<file path="config.mk">
export PLATFORM = sky130hd
export DESIGN_NAME = q7_fir_filter_top_flat
export DESIGN_NICKNAME = d
export VERILOG_FILES = /design/src/hw/rtl/qfir_pkg.sv /design/src/hw/rtl/qfir_if.sv /design/src/hw/rtl/qfir_regs.sv /design/src/hw/rtl/qfir_ctrl.sv /design/src/hw/rtl/qfir_datapath.sv /design/src/hw/rtl/q7_fir_filter_top.sv /design/src/flat_wrapper.sv
export VERILOG_INCLUDE_DIRS = /design/src /design/src/hw/rtl
export SDC_FILE = /design/constraint.sdc
export NUM_CORES = 1
export LEC_CHECK = 0
export BUFFER_PORTS_ARGS = -buffer_cell sky130_fd_sc_hd__buf_2
export CAP_MARGIN = 20
export CORE_ASPECT_RATIO = 0.6
export CORE_MARGIN = 8
export CORE_UTILIZATION = 50
export DETAILED_ROUTE_END_ITERATION = 10
export PLACE_DENSITY = 0.67
export REMOVE_ABC_BUFFERS = 1
export SLEW_MARGIN = 0
export SYNTH_ARGS = -nofsm -noshare
export SYNTH_HDL_FRONTEND = slang
export SYNTH_SLANG_ARGS = --single-unit
export TNS_END_PERCENT = 5
</file>
<file path="constraint.sdc">
create_clock -name clk -period 11.31 [get_ports clk]
set_clock_uncertainty 0.05 [all_clocks]
set_input_delay 2.262 -clock clk [delete_from_list [all_inputs] [get_ports clk]]
set_output_delay 2.262 -clock clk [all_outputs]
set_load 0.005 [all_outputs]
</file>
<file path="src/hw/rtl/q7_fir_filter_top_defines.svh">
// ---------------------------------------------------------------------------
// q7_fir_filter_top_defines.svh
// Assertion helper macros used by the Q7 FIR filter sequencer (qfir_ctrl).
// ---------------------------------------------------------------------------
`ifndef Q7_FIR_FILTER_TOP_DEFINES_SVH
`define Q7_FIR_FILTER_TOP_DEFINES_SVH

// Same-cycle implication, sampled on clk, disabled in reset
`define QFIR_ASSERT_NOW(lbl, ante, cons, msg) \
  lbl: assert property (@(posedge clk) disable iff (!rst_n) (ante) |-> (cons)) \
    else $error(msg);

// Next-cycle implication, sampled on clk, disabled in reset
`define QFIR_ASSERT_NEXT(lbl, ante, cons, msg) \
  lbl: assert property (@(posedge clk) disable iff (!rst_n) (ante) |=> (cons)) \
    else $error(msg);

`endif

</file>
<file path="src/hw/rtl/qfir_pkg.sv">
// ---------------------------------------------------------------------------
// qfir_pkg
// Shared constants, types and helpers of the Q7 FIR filter.
// ---------------------------------------------------------------------------
`default_nettype none

package qfir_pkg;

  // Sample and tap geometry
  localparam int SAMPLE_W  = 8;
  localparam int MAX_TAPS  = 32;
  localparam int TAP_W     = $clog2(MAX_TAPS);
  localparam int DLY_DEPTH = MAX_TAPS - 1;
  localparam int PROD_W    = 2 * SAMPLE_W;
  // 32 products of at most 2^14 magnitude fit in 21 signed bits
  localparam int ACC_W     = PROD_W + TAP_W;
  localparam int FRAC_W    = 7;
  localparam int SHR_W     = ACC_W - FRAC_W;

  // Configuration port geometry
  localparam int NUM_BANKS  = 4;
  localparam int BANK_W     = 64;
  localparam int COEFF_W    = NUM_BANKS * BANK_W;
  localparam int CFG_DATA_W = 64;
  localparam int CFG_ADDR_W = 6;
  localparam int REG_IDX_W  = 3;
  localparam int NTAPS_W    = 6;

  // Register indexes
  localparam logic [REG_IDX_W-1:0] REG_NUM_TAPS = 3'd0;
  localparam logic [REG_IDX_W-1:0] REG_COEFF_0  = 3'd1;
  localparam logic [REG_IDX_W-1:0] REG_COEFF_1  = 3'd2;
  localparam logic [REG_IDX_W-1:0] REG_COEFF_2  = 3'd3;
  localparam logic [REG_IDX_W-1:0] REG_COEFF_3  = 3'd4;

  // Saturation bounds
  localparam logic signed [SHR_W-1:0] SAT_MAX = SHR_W'(127);
  localparam logic signed [SHR_W-1:0] SAT_MIN = -SHR_W'(128);

  typedef enum logic [1:0] {
    ST_IDLE,
    ST_MAC,
    ST_FIN
  } qfir_state_t;

  // Controller to datapath
  typedef struct packed {
    logic             load;
    logic             mac;
    logic             fin;
    logic [TAP_W-1:0] tap;
  } qfir_cmd_t;

  // Datapath to controller
  typedef struct packed {
    logic out_free;
  } qfir_sts_t;

  // Pick one signed coefficient byte out of the flat bank vector
  function automatic logic signed [SAMPLE_W-1:0] coeff_at(
    input logic [COEFF_W-1:0] flat,
    input logic [TAP_W-1:0]   idx
  );
    return flat[{idx, 3'b000} +: SAMPLE_W];
  endfunction

endpackage

`default_nettype wire

</file>
<file path="src/hw/rtl/qfir_if.sv">
// ---------------------------------------------------------------------------
// qfir_if
// Valid/ready stream interfaces for the sample input and result channels.
// ---------------------------------------------------------------------------
`default_nettype none

interface qfir_in_if;
  logic                                 valid;
  logic                                 ready;
  logic signed [qfir_pkg::SAMPLE_W-1:0] sample_in;

  modport source (output valid, output sample_in, input ready);
  modport sink   (input valid, input sample_in, output ready);
endinterface

interface qfir_out_if;
  logic                                 valid;
  logic                                 ready;
  logic signed [qfir_pkg::SAMPLE_W-1:0] sample_out;

  modport source (output valid, output sample_out, input ready);
  modport sink   (input valid, input sample_out, output ready);
endinterface

`default_nettype wire

</file>
<file path="src/hw/rtl/qfir_regs.sv">
// ---------------------------------------------------------------------------
// qfir_regs
// APB register file: tap count and four coefficient banks.
// ---------------------------------------------------------------------------
`default_nettype none

module qfir_regs (
  input  wire logic                                clk,
  input  wire logic                                rst_n,
  input  wire logic                                psel,
  input  wire logic                                penable,
  input  wire logic                                pwrite,
  input  wire logic [qfir_pkg::CFG_ADDR_W-1:0]     paddr,
  input  wire logic [qfir_pkg::CFG_DATA_W-1:0]     pwdata,
  output logic      [qfir_pkg::CFG_DATA_W-1:0]     prdata,
  output logic                                     pready,
  output logic      [qfir_pkg::COEFF_W-1:0]        coeff_flat,
  output logic      [qfir_pkg::TAP_W-1:0]          last_tap
);

  logic [qfir_pkg::NTAPS_W-1:0]   num_taps_r, num_taps_nxt;
  logic [qfir_pkg::BANK_W-1:0]    bank_r   [qfir_pkg::NUM_BANKS];
  logic [qfir_pkg::BANK_W-1:0]    bank_nxt [qfir_pkg::NUM_BANKS];
  logic [qfir_pkg::REG_IDX_W-1:0] reg_idx;
  logic                           wr_en;

  // Registers sit on 8-byte boundaries
  assign reg_idx = paddr[qfir_pkg::CFG_ADDR_W-1:3];
  assign wr_en   = psel && penable && pwrite;
  assign pready  = 1'b1;

  // Decode writes; unknown indexes drop the word
  always_comb begin
    num_taps_nxt = num_taps_r;
    for (int b = 0; b < qfir_pkg::NUM_BANKS; b++) begin
      bank_nxt[b] = bank_r[b];
    end
    if (wr_en) begin
      unique case (reg_idx)
        qfir_pkg::REG_NUM_TAPS: num_taps_nxt = pwdata[qfir_pkg::NTAPS_W-1:0];
        qfir_pkg::REG_COEFF_0:  bank_nxt[0]  = pwdata;
        qfir_pkg::REG_COEFF_1:  bank_nxt[1]  = pwdata;
        qfir_pkg::REG_COEFF_2:  bank_nxt[2]  = pwdata;
        qfir_pkg::REG_COEFF_3:  bank_nxt[3]  = pwdata;
        default: ;
      endcase
    end
  end

  always_ff @(posedge clk) begin
    if (!rst_n) begin
      num_taps_r <= qfir_pkg::NTAPS_W'(1);
      for (int b = 0; b < qfir_pkg::NUM_BANKS; b++) begin
        bank_r[b] <= '0;
      end
    end else begin
      num_taps_r <= num_taps_nxt;
      for (int b = 0; b < qfir_pkg::NUM_BANKS; b++) begin
        bank_r[b] <= bank_nxt[b];
      end
    end
  end

  // Read-back mux
  always_comb begin
    unique case (reg_idx)
      qfir_pkg::REG_NUM_TAPS: prdata = qfir_pkg::CFG_DATA_W'(num_taps_r);
      qfir_pkg::REG_COEFF_0:  prdata = bank_r[0];
      qfir_pkg::REG_COEFF_1:  prdata = bank_r[1];
      qfir_pkg::REG_COEFF_2:  prdata = bank_r[2];
      qfir_pkg::REG_COEFF_3:  prdata = bank_r[3];
      default:                prdata = '0;
    endcase
  end

  assign coeff_flat = {bank_r[3], bank_r[2], bank_r[1], bank_r[0]};

  // Index of the last tap in use: zero acts as one tap, above the max clamps
  always_comb begin
    if (num_taps_r == '0) begin
      last_tap = '0;
    end else if (num_taps_r >= qfir_pkg::NTAPS_W'(qfir_pkg::MAX_TAPS)) begin
      last_tap = qfir_pkg::TAP_W'(qfir_pkg::MAX_TAPS - 1);
    end else begin
      last_tap = qfir_pkg::TAP_W'(num_taps_r - qfir_pkg::NTAPS_W'(1));
    end
  end

endmodule

`default_nettype wire

</file>
<file path="src/hw/rtl/qfir_ctrl.sv">
// ---------------------------------------------------------------------------
// qfir_ctrl
// Sequencer: accepts a word, steps the shared MAC over the taps, retires.
// ---------------------------------------------------------------------------
`default_nettype none

`include "q7_fir_filter_top_defines.svh"

module qfir_ctrl (
  input  wire logic                         clk,
  input  wire logic                         rst_n,
  input  wire logic                         in_valid,
  output logic                              in_ready,
  input  wire logic [qfir_pkg::TAP_W-1:0]   last_tap,
  input  wire qfir_pkg::qfir_sts_t          sts,
  output qfir_pkg::qfir_cmd_t               cmd
);

  qfir_pkg::qfir_state_t        state_r, state_nxt;
  logic [qfir_pkg::TAP_W-1:0]   tap_r, tap_nxt;

  // Next state
  always_comb begin
    state_nxt = state_r;
    unique case (state_r)
      qfir_pkg::ST_IDLE: if (in_valid) state_nxt = qfir_pkg::ST_MAC;
      qfir_pkg::ST_MAC:  if (tap_r == last_tap) state_nxt = qfir_pkg::ST_FIN;
      qfir_pkg::ST_FIN:  if (sts.out_free) state_nxt = qfir_pkg::ST_IDLE;
      default:           state_nxt = qfir_pkg::ST_IDLE;
    endcase
  end

  // Outputs
  always_comb begin
    in_ready = 1'b0;
    cmd      = '0;
    cmd.tap  = tap_r;
    unique case (state_r)
      qfir_pkg::ST_IDLE: begin
        in_ready = 1'b1;
        cmd.load = in_valid;
      end
      qfir_pkg::ST_MAC: begin
        cmd.mac = 1'b1;
      end
      qfir_pkg::ST_FIN: begin
        cmd.fin = sts.out_free;
      end
      default: ;
    endcase
  end

  // Tap counter: clear on accept, advance per MAC step
  always_comb begin
    tap_nxt = tap_r;
    if (cmd.load) begin
      tap_nxt = '0;
    end else if (cmd.mac) begin
      tap_nxt = tap_r + qfir_pkg::TAP_W'(1);
    end
  end

  always_ff @(posedge clk) begin
    if (!rst_n) begin
      state_r <= qfir_pkg::ST_IDLE;
      tap_r   <= '0;
    end else begin
      state_r <= state_nxt;
      tap_r   <= tap_nxt;
    end
  end

  `QFIR_ASSERT_NEXT(a_accept_starts_mac, in_valid && in_ready, state_r == qfir_pkg::ST_MAC, "accepted word did not start the MAC sweep")
  `QFIR_ASSERT_NOW(a_tap_in_range, state_r == qfir_pkg::ST_MAC, tap_r <= last_tap, "tap counter ran past the last tap")
  `QFIR_ASSERT_NOW(a_fin_needs_room, cmd.fin, sts.out_free, "result retired into a full output register")
  `QFIR_ASSERT_NEXT(a_fin_returns_idle, cmd.fin, in_ready, "block did not reopen the input after retiring")

endmodule

`default_nettype wire

</file>
<file path="src/hw/rtl/qfir_datapath.sv">
// ---------------------------------------------------------------------------
// qfir_datapath
// Delay line, shared 8x8 MAC, shift/saturate and the output register.
// ---------------------------------------------------------------------------
`default_nettype none

module qfir_datapath (
  input  wire logic                                clk,
  input  wire logic                                rst_n,
  input  wire qfir_pkg::qfir_cmd_t                 cmd,
  input  wire logic [qfir_pkg::COEFF_W-1:0]        coeff_flat,
  input  wire logic [qfir_pkg::TAP_W-1:0]          last_tap,
  input  wire logic signed [qfir_pkg::SAMPLE_W-1:0] sample_in,
  output logic                                     out_valid,
  input  wire logic                                out_ready,
  output logic signed [qfir_pkg::SAMPLE_W-1:0]     sample_out,
  output qfir_pkg::qfir_sts_t                      sts
);

  logic signed [qfir_pkg::SAMPLE_W-1:0] x_r;
  logic signed [qfir_pkg::SAMPLE_W-1:0] dly_r [qfir_pkg::DLY_DEPTH];
  logic signed [qfir_pkg::ACC_W-1:0]    acc_r, acc_nxt;
  logic signed [qfir_pkg::SAMPLE_W-1:0] out_sample_r;
  logic                                 out_valid_r;

  logic signed [qfir_pkg::SAMPLE_W-1:0] mac_sample;
  logic signed [qfir_pkg::SAMPLE_W-1:0] mac_coeff;
  logic signed [qfir_pkg::PROD_W-1:0]   prod;
  logic        [qfir_pkg::TAP_W-1:0]    dly_idx;
  logic        [qfir_pkg::TAP_W-1:0]    coeff_idx;
  logic signed [qfir_pkg::SHR_W-1:0]    shr;
  logic signed [qfir_pkg::SAMPLE_W-1:0] sat;

  // Tap 0 is the new word, tap j the word j steps back; coefficients reversed
  assign dly_idx    = cmd.tap - qfir_pkg::TAP_W'(1);
  assign mac_sample = (cmd.tap == '0) ? x_r : dly_r[dly_idx];
  assign coeff_idx  = last_tap - cmd.tap;
  assign mac_coeff  = qfir_pkg::coeff_at(coeff_flat, coeff_idx);
  assign prod       = mac_sample * mac_coeff;

  always_comb begin
    acc_nxt = acc_r;
    if (cmd.load) begin
      acc_nxt = '0;
    end else if (cmd.mac) begin
      acc_nxt = acc_r + qfir_pkg::ACC_W'(prod);
    end
  end

  // Floor shift by the fraction width, then clamp to the byte range
  assign shr = qfir_pkg::SHR_W'(acc_r >>> qfir_pkg::FRAC_W);
  always_comb begin
    if (shr > qfir_pkg::SAT_MAX) begin
      sat = qfir_pkg::SAMPLE_W'(qfir_pkg::SAT_MAX);
    end else if (shr < qfir_pkg::SAT_MIN) begin
      sat = qfir_pkg::SAMPLE_W'(qfir_pkg::SAT_MIN);
    end else begin
      sat = shr[qfir_pkg::SAMPLE_W-1:0];
    end
  end

  // Payload registers
  always_ff @(posedge clk) begin
    acc_r <= acc_nxt;
    if (cmd.load) begin
      x_r <= sample_in;
    end
    if (cmd.fin) begin
      out_sample_r <= sat;
    end
  end

  // Delay line: shift the retired word in, cleared at reset
  always_ff @(posedge clk) begin
    if (!rst_n) begin
      for (int i = 0; i < qfir_pkg::DLY_DEPTH; i++) begin
        dly_r[i] <= '0;
      end
    end else if (cmd.fin) begin
      dly_r[0] <= x_r;
      for (int i = 1; i < qfir_pkg::DLY_DEPTH; i++) begin
        dly_r[i] <= dly_r[i-1];
      end
    end
  end

  // Output register: set on retire, drop when taken
  always_ff @(posedge clk) begin
    if (!rst_n) begin
      out_valid_r <= 1'b0;
    end else if (cmd.fin) begin
      out_valid_r <= 1'b1;
    end else if (out_ready) begin
      out_valid_r <= 1'b0;
    end
  end

  assign out_valid    = out_valid_r;
  assign sample_out   = out_sample_r;
  assign sts.out_free = !out_valid_r || out_ready;

endmodule

`default_nettype wire

</file>
<file path="src/hw/rtl/q7_fir_filter_top.sv">
// ---------------------------------------------------------------------------
// q7_fir_filter_top
// Q7 saturating FIR filter, up to 32 taps, one shared multiply-accumulate.
//
//   channel   dir   handshake         word / access
//   in_ch     in    valid/ready       sample_in, signed Q7 byte
//   out_ch    out   valid/ready       sample_out, signed Q7 byte
//   cfg       in    APB psel/penable  64-bit registers at 8-byte steps
//
// An item passes through the accept cycle, one MAC step per tap in use (1..32) on
// the single 8x8 multiplier, then the retire cycle.
// The result enters the output register at the end of the retire cycle.
// A new word can be taken in the cycle after the previous one retires.
// The output register holds a result while out_ch stalls; the next word is
// still accepted and computed, and waits in its retire cycle until room opens.
// Reset (rst_n, synchronous, active low) clears the delay line, the coefficient banks and
// the output valid flag, and sets the tap count to one.
`default_nettype none

module q7_fir_filter_top (
  input  wire logic                            clk,
  input  wire logic                            rst_n,
  qfir_in_if.sink                              in_ch,
  qfir_out_if.source                           out_ch,
  input  wire logic                            psel,
  input  wire logic                            penable,
  input  wire logic                            pwrite,
  input  wire logic [qfir_pkg::CFG_ADDR_W-1:0] paddr,
  input  wire logic [qfir_pkg::CFG_DATA_W-1:0] pwdata,
  output logic      [qfir_pkg::CFG_DATA_W-1:0] prdata,
  output logic                                 pready
);

  logic [qfir_pkg::COEFF_W-1:0] coeff_flat;
  logic [qfir_pkg::TAP_W-1:0]   last_tap;
  qfir_pkg::qfir_cmd_t          cmd;
  qfir_pkg::qfir_sts_t          sts;

  // Configuration registers
  qfir_regs u_regs (
    .clk        (clk),
    .rst_n      (rst_n),
    .psel       (psel),
    .penable    (penable),
    .pwrite     (pwrite),
    .paddr      (paddr),
    .pwdata     (pwdata),
    .prdata     (prdata),
    .pready     (pready),
    .coeff_flat (coeff_flat),
    .last_tap   (last_tap)
  );

  // Sequencer
  qfir_ctrl u_ctrl (
    .clk      (clk),
    .rst_n    (rst_n),
    .in_valid (in_ch.valid),
    .in_ready (in_ch.ready),
    .last_tap (last_tap),
    .sts      (sts),
    .cmd      (cmd)
  );

  // Datapath
  qfir_datapath u_dp (
    .clk        (clk),
    .rst_n      (rst_n),
    .cmd        (cmd),
    .coeff_flat (coeff_flat),
    .last_tap   (last_tap),
    .sample_in  (in_ch.sample_in),
    .out_valid  (out_ch.valid),
    .out_ready  (out_ch.ready),
    .sample_out (out_ch.sample_out),
    .sts        (sts)
  );

endmodule

`default_nettype wire

</file>
<file path="src/flat_wrapper.sv">
// flat-port wrapper written by rule: the top's interface ports become plain ports
module q7_fir_filter_top_flat 
  (clk, rst_n, psel, penable, pwrite, paddr, pwdata, prdata, pready, in_ch_valid, in_ch_sample_in, in_ch_ready, out_ch_valid, out_ch_sample_out, out_ch_ready);
  qfir_in_if in_ch_i ();
  qfir_out_if out_ch_i ();
  input  wire logic clk;
  input  wire logic rst_n;
  input  wire logic psel;
  input  wire logic penable;
  input  wire logic pwrite;
  input  wire logic [qfir_pkg::CFG_ADDR_W-1:0] paddr;
  input  wire logic [qfir_pkg::CFG_DATA_W-1:0] pwdata;
  output logic      [qfir_pkg::CFG_DATA_W-1:0] prdata;
  output logic pready;
  input wire logic [$bits(in_ch_i.valid)-1:0] in_ch_valid;
  input wire logic [$bits(in_ch_i.sample_in)-1:0] in_ch_sample_in;
  output wire logic [$bits(in_ch_i.ready)-1:0] in_ch_ready;
  output wire logic [$bits(out_ch_i.valid)-1:0] out_ch_valid;
  output wire logic [$bits(out_ch_i.sample_out)-1:0] out_ch_sample_out;
  input wire logic [$bits(out_ch_i.ready)-1:0] out_ch_ready;
  assign in_ch_i.valid = in_ch_valid;
  assign in_ch_i.sample_in = in_ch_sample_in;
  assign in_ch_ready = in_ch_i.ready;
  assign out_ch_valid = out_ch_i.valid;
  assign out_ch_sample_out = out_ch_i.sample_out;
  assign out_ch_i.ready = out_ch_ready;
  q7_fir_filter_top u_core (.clk(clk), .rst_n(rst_n), .in_ch(in_ch_i), .out_ch(out_ch_i), .psel(psel), .penable(penable), .pwrite(pwrite), .paddr(paddr), .pwdata(pwdata), .prdata(prdata), .pready(pready));
endmodule
</file>
Word-level counts from Yosys, hierarchy flattened
Memory sizes are Yosys's and may differ from the RTL's.
Cells that the tools add are included.
{ "op_classes": {"mux": 60, "n_shift": 1, "add_sub_neg": 5, "eq_ne": 10, "reduce_logical": 12, "n_mul": 1, "n_lt_le_gt_ge": 3, "bitwise": 36} }
{ "ops": {"columns": ["cell", "n"], "rows": [
  ["$mux 64", 8],
  ["$pmux 64 s5", 1],
  ["$mux 8", 33],
  ["$mux 256", 1],
  ["$shiftx 256x9->8", 1],
  ["$or 1x1->1", 35],
  ["$add 21x16->21", 1],
  ["$mul 8x8->16", 1],
  ["$gt 14x8->1 const B", 1],
  ["$lt 14x8->1 const B", 1],
  ["$mux 1", 11],
  ["$mux 5", 2],
  ["$sub 5x1->5 const B", 2],
  ["$eq 3x2->1 const B", 2],
  ["$ge 6x6->1 const B", 1],
  ["$logic_not 6->1", 1],
  ["$mux 2", 3],
  ["$ne 2x2->1 const B", 3],
  ["$pmux 2 s3", 1],
  ["$add 5x1->5 const B", 1],
  ["$eq 5x5->1", 1],
  ["$logic_not 5->1", 1],
  ["$sub 5x5->5", 1],
  ["$eq 3x1->1 const B", 1],
  ["other kinds (13)", 14]
]} }
{ "word_totals": {"ff_bits": 51, "mem_bits_rw": 504, "n_memories": 2, "out_inout_bits": 75, "word_cells": 137} }
{ "memory_table": {"columns": ["memory", "depth", "word_bits", "rd", "rd_ports_with_merged_regs", "write_ports", "line_no", "source"], "rows": [
  ["u_core.u_regs.bank_r", 4, 64, 4, 0, 4, "qfir_regs.sv:22", "logic [qfir_pkg::BANK_W-1:0] bank_r [qfir_pkg::NUM_BANKS];"],
  ["u_core.u_dp.dly_r", 31, 8, 31, 0, 31, "qfir_datapath.sv:21", "logic signed [qfir_pkg::SAMPLE_W-1:0] dly_r [qfir_pkg::DLY_DEPTH];"]
]} }

Logic depth before layout (Yosys ltp)
{ "depth": {"depth_word": 7, "depth_mapped": 33, "mapped_depth_nobuf": 32} }

Cells and area by module
Synthesis repeated with hierarchy kept, for this count alone.
{ "unflattened": {"cells_unflattened": 2790, "area_unflattened_um2": 31213.7} }
{ "modules_own_cells": {"columns": ["module", "instances", "seq_area_each_um2", "area_each_um2", "cells_each"], "rows": [
  ["qfir_datapath", 1, 8368.0, 19073.3, 1508],
  ["qfir_regs", 1, 5245.0, 11757.5, 1238],
  ["qfir_ctrl", 1, 140.1, 382.9, 44]
]} }

Worst setup path after synthesis
Ideal clock, no wire load.
{ "synth_path": {"path_type": "input-to-reg", "start": "input out_ch_ready", "end": "memory u_core.u_dp.dly_r[0][0] (netlist bit) (enable)", "n_path_buf": 1, "stages": 4, "slack_ns": 1.865, "t_arrival_ns": 8.741, "setup_ns": 0.654, "cell_sequence": "nand2b_1 -> nor2b_1 -> clkbuf_1 -> nand2b_1"} }
{ "synth_lines": {"columns": ["item", "line_no", "source"], "rows": [
  ["start: declaration", "flat_wrapper.sv:20", "input wire logic [$bits(out_ch_i.ready)-1:0] out_ch_ready;"],
  ["end: declaration", "qfir_datapath.sv:21", null]
]} }

Final worst setup path
{ "layout_path": {"start": "register u_core.u_regs.num_taps_r[0] (netlist bit)", "end": "register u_core.u_dp.acc_r[19] (netlist bit)"} }
{ "layout_between": {"elab_chain_len": 7} }
{ "layout_rtl": {"columns": ["item", "line_no", "source"], "rows": [
  ["start: declaration", "qfir_regs.sv:21", "logic [qfir_pkg::NTAPS_W-1:0] num_taps_r, num_taps_nxt;"],
  ["start signal: assignment", "qfir_regs.sv:52", "num_taps_r <= qfir_pkg::NTAPS_W'(1);"],
  ["start signal: assignment", "qfir_regs.sv:57", "num_taps_r <= num_taps_nxt;"],
  ["$sub 5x1->5 / $ge 6x6->1 (equally long branches)", "qfir_regs.sv:85, qfir_regs.sv:82", null],
  ["$mux 5", "qfir_regs.sv:82", "end else if (num_taps_r >= qfir_pkg::NTAPS_W'(qfir_pkg::MAX_TAPS)) begin"],
  ["$mux 5 (*)", "qfir_regs.sv:80", "if (num_taps_r == '0) begin"],
  ["$sub 5x5->5 (*)", "qfir_datapath.sv:37", "assign coeff_idx = last_tap - cmd.tap;"],
  ["$shiftx 256x9->8 (*)", "qfir_pkg.sv:64", "return flat[{idx, 3'b000} +: SAMPLE_W];"],
  ["$mul 8x8->16 (*)", "qfir_datapath.sv:39", "assign prod = mac_sample * mac_coeff;"],
  ["$add 21x16->21 (*)", "qfir_datapath.sv:46", "acc_nxt = acc_r + qfir_pkg::ACC_W'(prod);"],
  ["end signal: assignment", "qfir_datapath.sv:64", "acc_r <= acc_nxt;"],
  ["end: declaration", "qfir_datapath.sv:22", "logic signed [qfir_pkg::ACC_W-1:0] acc_r, acc_nxt;"]
]} }
Every way passes the cells marked *; elsewhere a longest branch is shown, timed or not.
A chain may end at the register's enable or synchronous reset.

==> impl_metrics.json <==
{
  "synth-seq-cells": 555,
  "cts_tree": "built",
  "endpoint_kind": "flip-flop",
  "synth_top_area_cell": "edfxtp_1",
  "crit_path_start": "u_core.u_regs.num_taps_r[0]",
  "hold-worst-slack_ns": 0.406,
  "hold_violations": 0,
  "crit_fanout": 25,
  "drive_gt1_frac": 0.153,
  "crit_type": "flip-flop to flip-flop",
  "grt_pass1_wl_um": 129000,
  "synth.avg_cell_area_um2": 10.7,
  "root_buffer": "clkbuf_16",
  "dieHeight_um": 207,
  "max_freq_mhz": 104,
  "ys_seq_area_frac": 0.455,
  "rsz0062_at_grt": "false",
  "cts_buffers": 53,
  "async_reset_ff_frac": 0,
  "place_congestion": 0.875,
  "status": "complete, no violations",
  "pwr_density_cell_nw_per_um2": 136,
  "maxCapViolCount": 0,
  "avgRoutedWirePerCell_um": 22.3,
  "grt_pass1_vias": 22200,
  "netlist_area_um2": 30200,
  "overflow": 0,
  "ys_warn_count": 0,
  "clk_latency_ns": 0.62,
  "pin_count": 160,
  "die_w_um": 334,
  "regToRegStartpoint": "u_core.u_regs.num_taps_r[0]",
  "ctsHoldBuffers": 0,
  "fill_cells": 4922,
  "core_region_area_um2": 59500,
  "cts.clk_slew.worst_paths_ns": 0.07,
  "r2r_slack_ns": 1.66,
  "cts_setup_buffers": 0,
  "relSlewSlack": 0.126,
  "synth_cell_types": 64,
  "reg2reg_depth": 30,
  "postSynthCellCount": 2831,
  "die_area_um2": 68900,
  "setup_viol": 0,
  "cp.arrival_ns": 10.03,
  "dr_total_vias": 22200,
  "synth.area.top_cells": "edfxtp_1, dfxtp_1, mux4_2",
  "firstDrtPassIters": 5,
  "drt_iter0_markers": 2642,
  "cp.required_ns": 11.70,
  "dp.final_hpwl_um": 52500,
  "report.final.slew_viol_count": 0,
  "worstMarginPinSlew_ns": 1.31,
  "place_ws_ns": 1.79,
  "fin_crit_ns": 9.65,
  "fin_ws_ns": 1.66,
  "max-vdd-ir-drop_v": 0.000109,
  "worstSetupEndpoint": "u_core.u_dp.acc_r[19]",
  "cp-start-kind": "flip-flop",
  "area_growth_pct": 9.79,
  "grt_max_degree": 205,
  "clock_path_buffers": 3,
  "final_nets": 3088,
  "row_count": 69,
  "period_share": 0.853,
  "hp-class": "flip-flop to flip-flop",
  "worstReg2RegEnd": "u_core.u_dp.acc_r[19]",
  "synth_edf_count": 264,
  "htreeDepth": 2,
  "routed_via_density": 6.03,
  "cts_num_sinks": 555,
  "antenna_found_initial": 12,
  "ys.flop_type": "dfxtp_1",
  "port_buffers": 155,
  "ant_nets": 0,
  "cts_resized": 0,
  "drcViolationCount": 0,
  "start_util": 0.508,
  "critPathMaxStageDelay_ns": 1.15,
  "synth_top_area_share": 0.262,
  "grtUsageTotal": 0.233,
  "p_leak_uw": 0.0131,
  "worst_path_max_delay_cell": "fa_4",
  "drt_wl_total_um": 82000
}
## registers in the layout, indices dropped and copies added, names as in the netlist
register / flops
u_core.u_ctrl.state_r: 2
u_core.u_ctrl.tap_r: 5
u_core.u_dp.acc_r: 21
u_core.u_dp.dly_r: 248
u_core.u_dp.out_valid: 1
u_core.u_dp.sample_out: 8
u_core.u_dp.x_r: 8
u_core.u_regs.bank_r: 256
u_core.u_regs.num_taps_r: 6
## synthesized netlist by cell type, types with 11 or more instances
cell      count
a211oi_1     16
a21boi_0    258
a21oi_1      40
a22oi_1     129
and2_1      107
and3_1      152
buf_1        11
buf_2        20
clkbuf_1    157
dfxtp_1     291
edfxtp_1    264
fa_1         94
ha_1         55
inv_1       124
mux2_2       13
mux2i_1      24
mux4_2      131
nand2_1     653
nand2b_1     22
nand3_1      14
nor2_1       59
nor2b_1      21
o21ai_0      23
xnor2_1      17
## worst min path at each step
stage / from / endpoint / slack [ns] / cells past startpoint
floorplan: u_core.u_dp.acc_r[1] / u_core.u_dp.acc_r[1] / 0.39 / 2
global placement: u_core.u_dp.acc_r[2] / u_core.u_dp.acc_r[2] / 0.39 / 2
detailed placement: u_core.u_dp.acc_r[3] / u_core.u_dp.acc_r[3] / 0.40 / 2
CTS: u_core.u_dp.acc_r[3] / u_core.u_dp.acc_r[3] / 0.41 / 2
global route: u_core.u_dp.acc_r[1] / u_core.u_dp.acc_r[1] / 0.42 / 2
finish: u_core.u_dp.acc_r[4] / u_core.u_dp.acc_r[4] / 0.41 / 2
## logic make-up (layout without fill, tap and decap cells)
| group | Yosys count | after routing | synth area share |
|---|---|---|---|
| AO/OA/AOI/OAI | 514 | 514 | 0.123 |
| XOR/XNOR | 29 | 29 | 0.00964 |
| adder cells (fa/ha/maj) | 149 | 149 | 0.0850 |
| buffers and inverters | 332 | 399 | 0.0460 |
| flip-flops | 555 | 555 | 0.455 |
| multiplexers | 180 | 180 | 0.119 |
| other | 1 | 6 | 0.000124 |
| AND/OR/NAND/NOR | 1071 | 1071 | 0.163 |
## placed cells by master (no fill, tap or decap), drive strengths merged, types with 3 or more instances in the layout
| master | netlist | routed |
|---|---|---|
| nand2 | 653 | 653 |
| ha | 55 | 55 |
| or2 | 6 | 6 |
| a22oi | 129 | 129 |
| nand3 | 14 | 14 |
| a21boi | 258 | 258 |
| nor2b | 21 | 21 |
| dfxtp | 291 | 291 |
| and3 | 152 | 152 |
| fa | 94 | 94 |
| clkinv | 0 | 17 |
| buf | 51 | 176 |
| xnor2 | 18 | 18 |
| and2 | 108 | 108 |
| nor2 | 60 | 60 |
| o211ai | 5 | 5 |
| edfxtp | 264 | 264 |
| mux2i | 30 | 30 |
| nand4 | 8 | 8 |
| o22ai | 8 | 8 |
| or3 | 6 | 6 |
| mux4 | 137 | 137 |
| nor3 | 12 | 12 |
| clkinvlp | 0 | 3 |
| o21bai | 6 | 6 |
| a211oi | 17 | 17 |
| clkbuf | 157 | 75 |
| a21oi | 40 | 40 |
| nor4 | 4 | 4 |
| a21o | 6 | 6 |
| mux2 | 13 | 13 |
| nand2b | 22 | 22 |
| xor2 | 11 | 11 |
| o21a | 8 | 8 |
| o21ai | 25 | 25 |
| inv | 124 | 124 |
| diode | 0 | 5 |
| bufinv | 0 | 4 |
## where the power goes
group / internal, µW / switching, µW / total [µW]
Sequential: 2190 / 50.0 / 2240
Combinational: 176 / 269 / 445
Clock: 1030 / 803 / 1840
Total: 3400 / 1120 / 4520
## per-stage QoR
stage	instance area (µm²)	total power [µW]	util	instances	TNS (ns)
after floorplan	29300	2560	-	2623	-297.00
after global placement	31400	2710	0.528	3578	0
after detailed placement	31400	2730	0.528	3578	0
after CTS	33200	4550	0.557	3677	0
after global routing	33200	4690	0.558	3682	0
final	33200	4520	0.558	3684	0
## layer usage
layer | track usage | vias up | share of wire
met5 | 0 | - | 0.0011
li1 | - | 10000 | -
met3 | 0.0551 | 122 | 0.096
met2 | 0.338 | 993 | 0.43
met4 | 0.0551 | 14 | 0.017
met1 | 0.351 | 11100 | 0.46
## cell type report
class                   instances  area [µm²]  area share
clock buffers                  75        1530      0.0461
multi-input cells            1944       15200       0.459
diodes                          5        12.5    0.000377
repair buffers                176         980      0.0295
inverters                     124         465      0.0140
well taps                     781         977      0.0294
flip-flops and latches        555       13800       0.414
clock inverters                24         240     0.00723
## worst max-delay path, delay by kind of cell, from the launching register on
kind	cells	cell delay, ns
and+or+nand+nor	5	0.73
adders and majority gates	9	4.28
muxes	3	1.63
DFF	1	0.38
AOI/OAI and AO/OA	6	1.32
xor gates and xnor gates	1	0.17
buffers and inverters	6	0.83
Power figures use the tool's default switching activity.
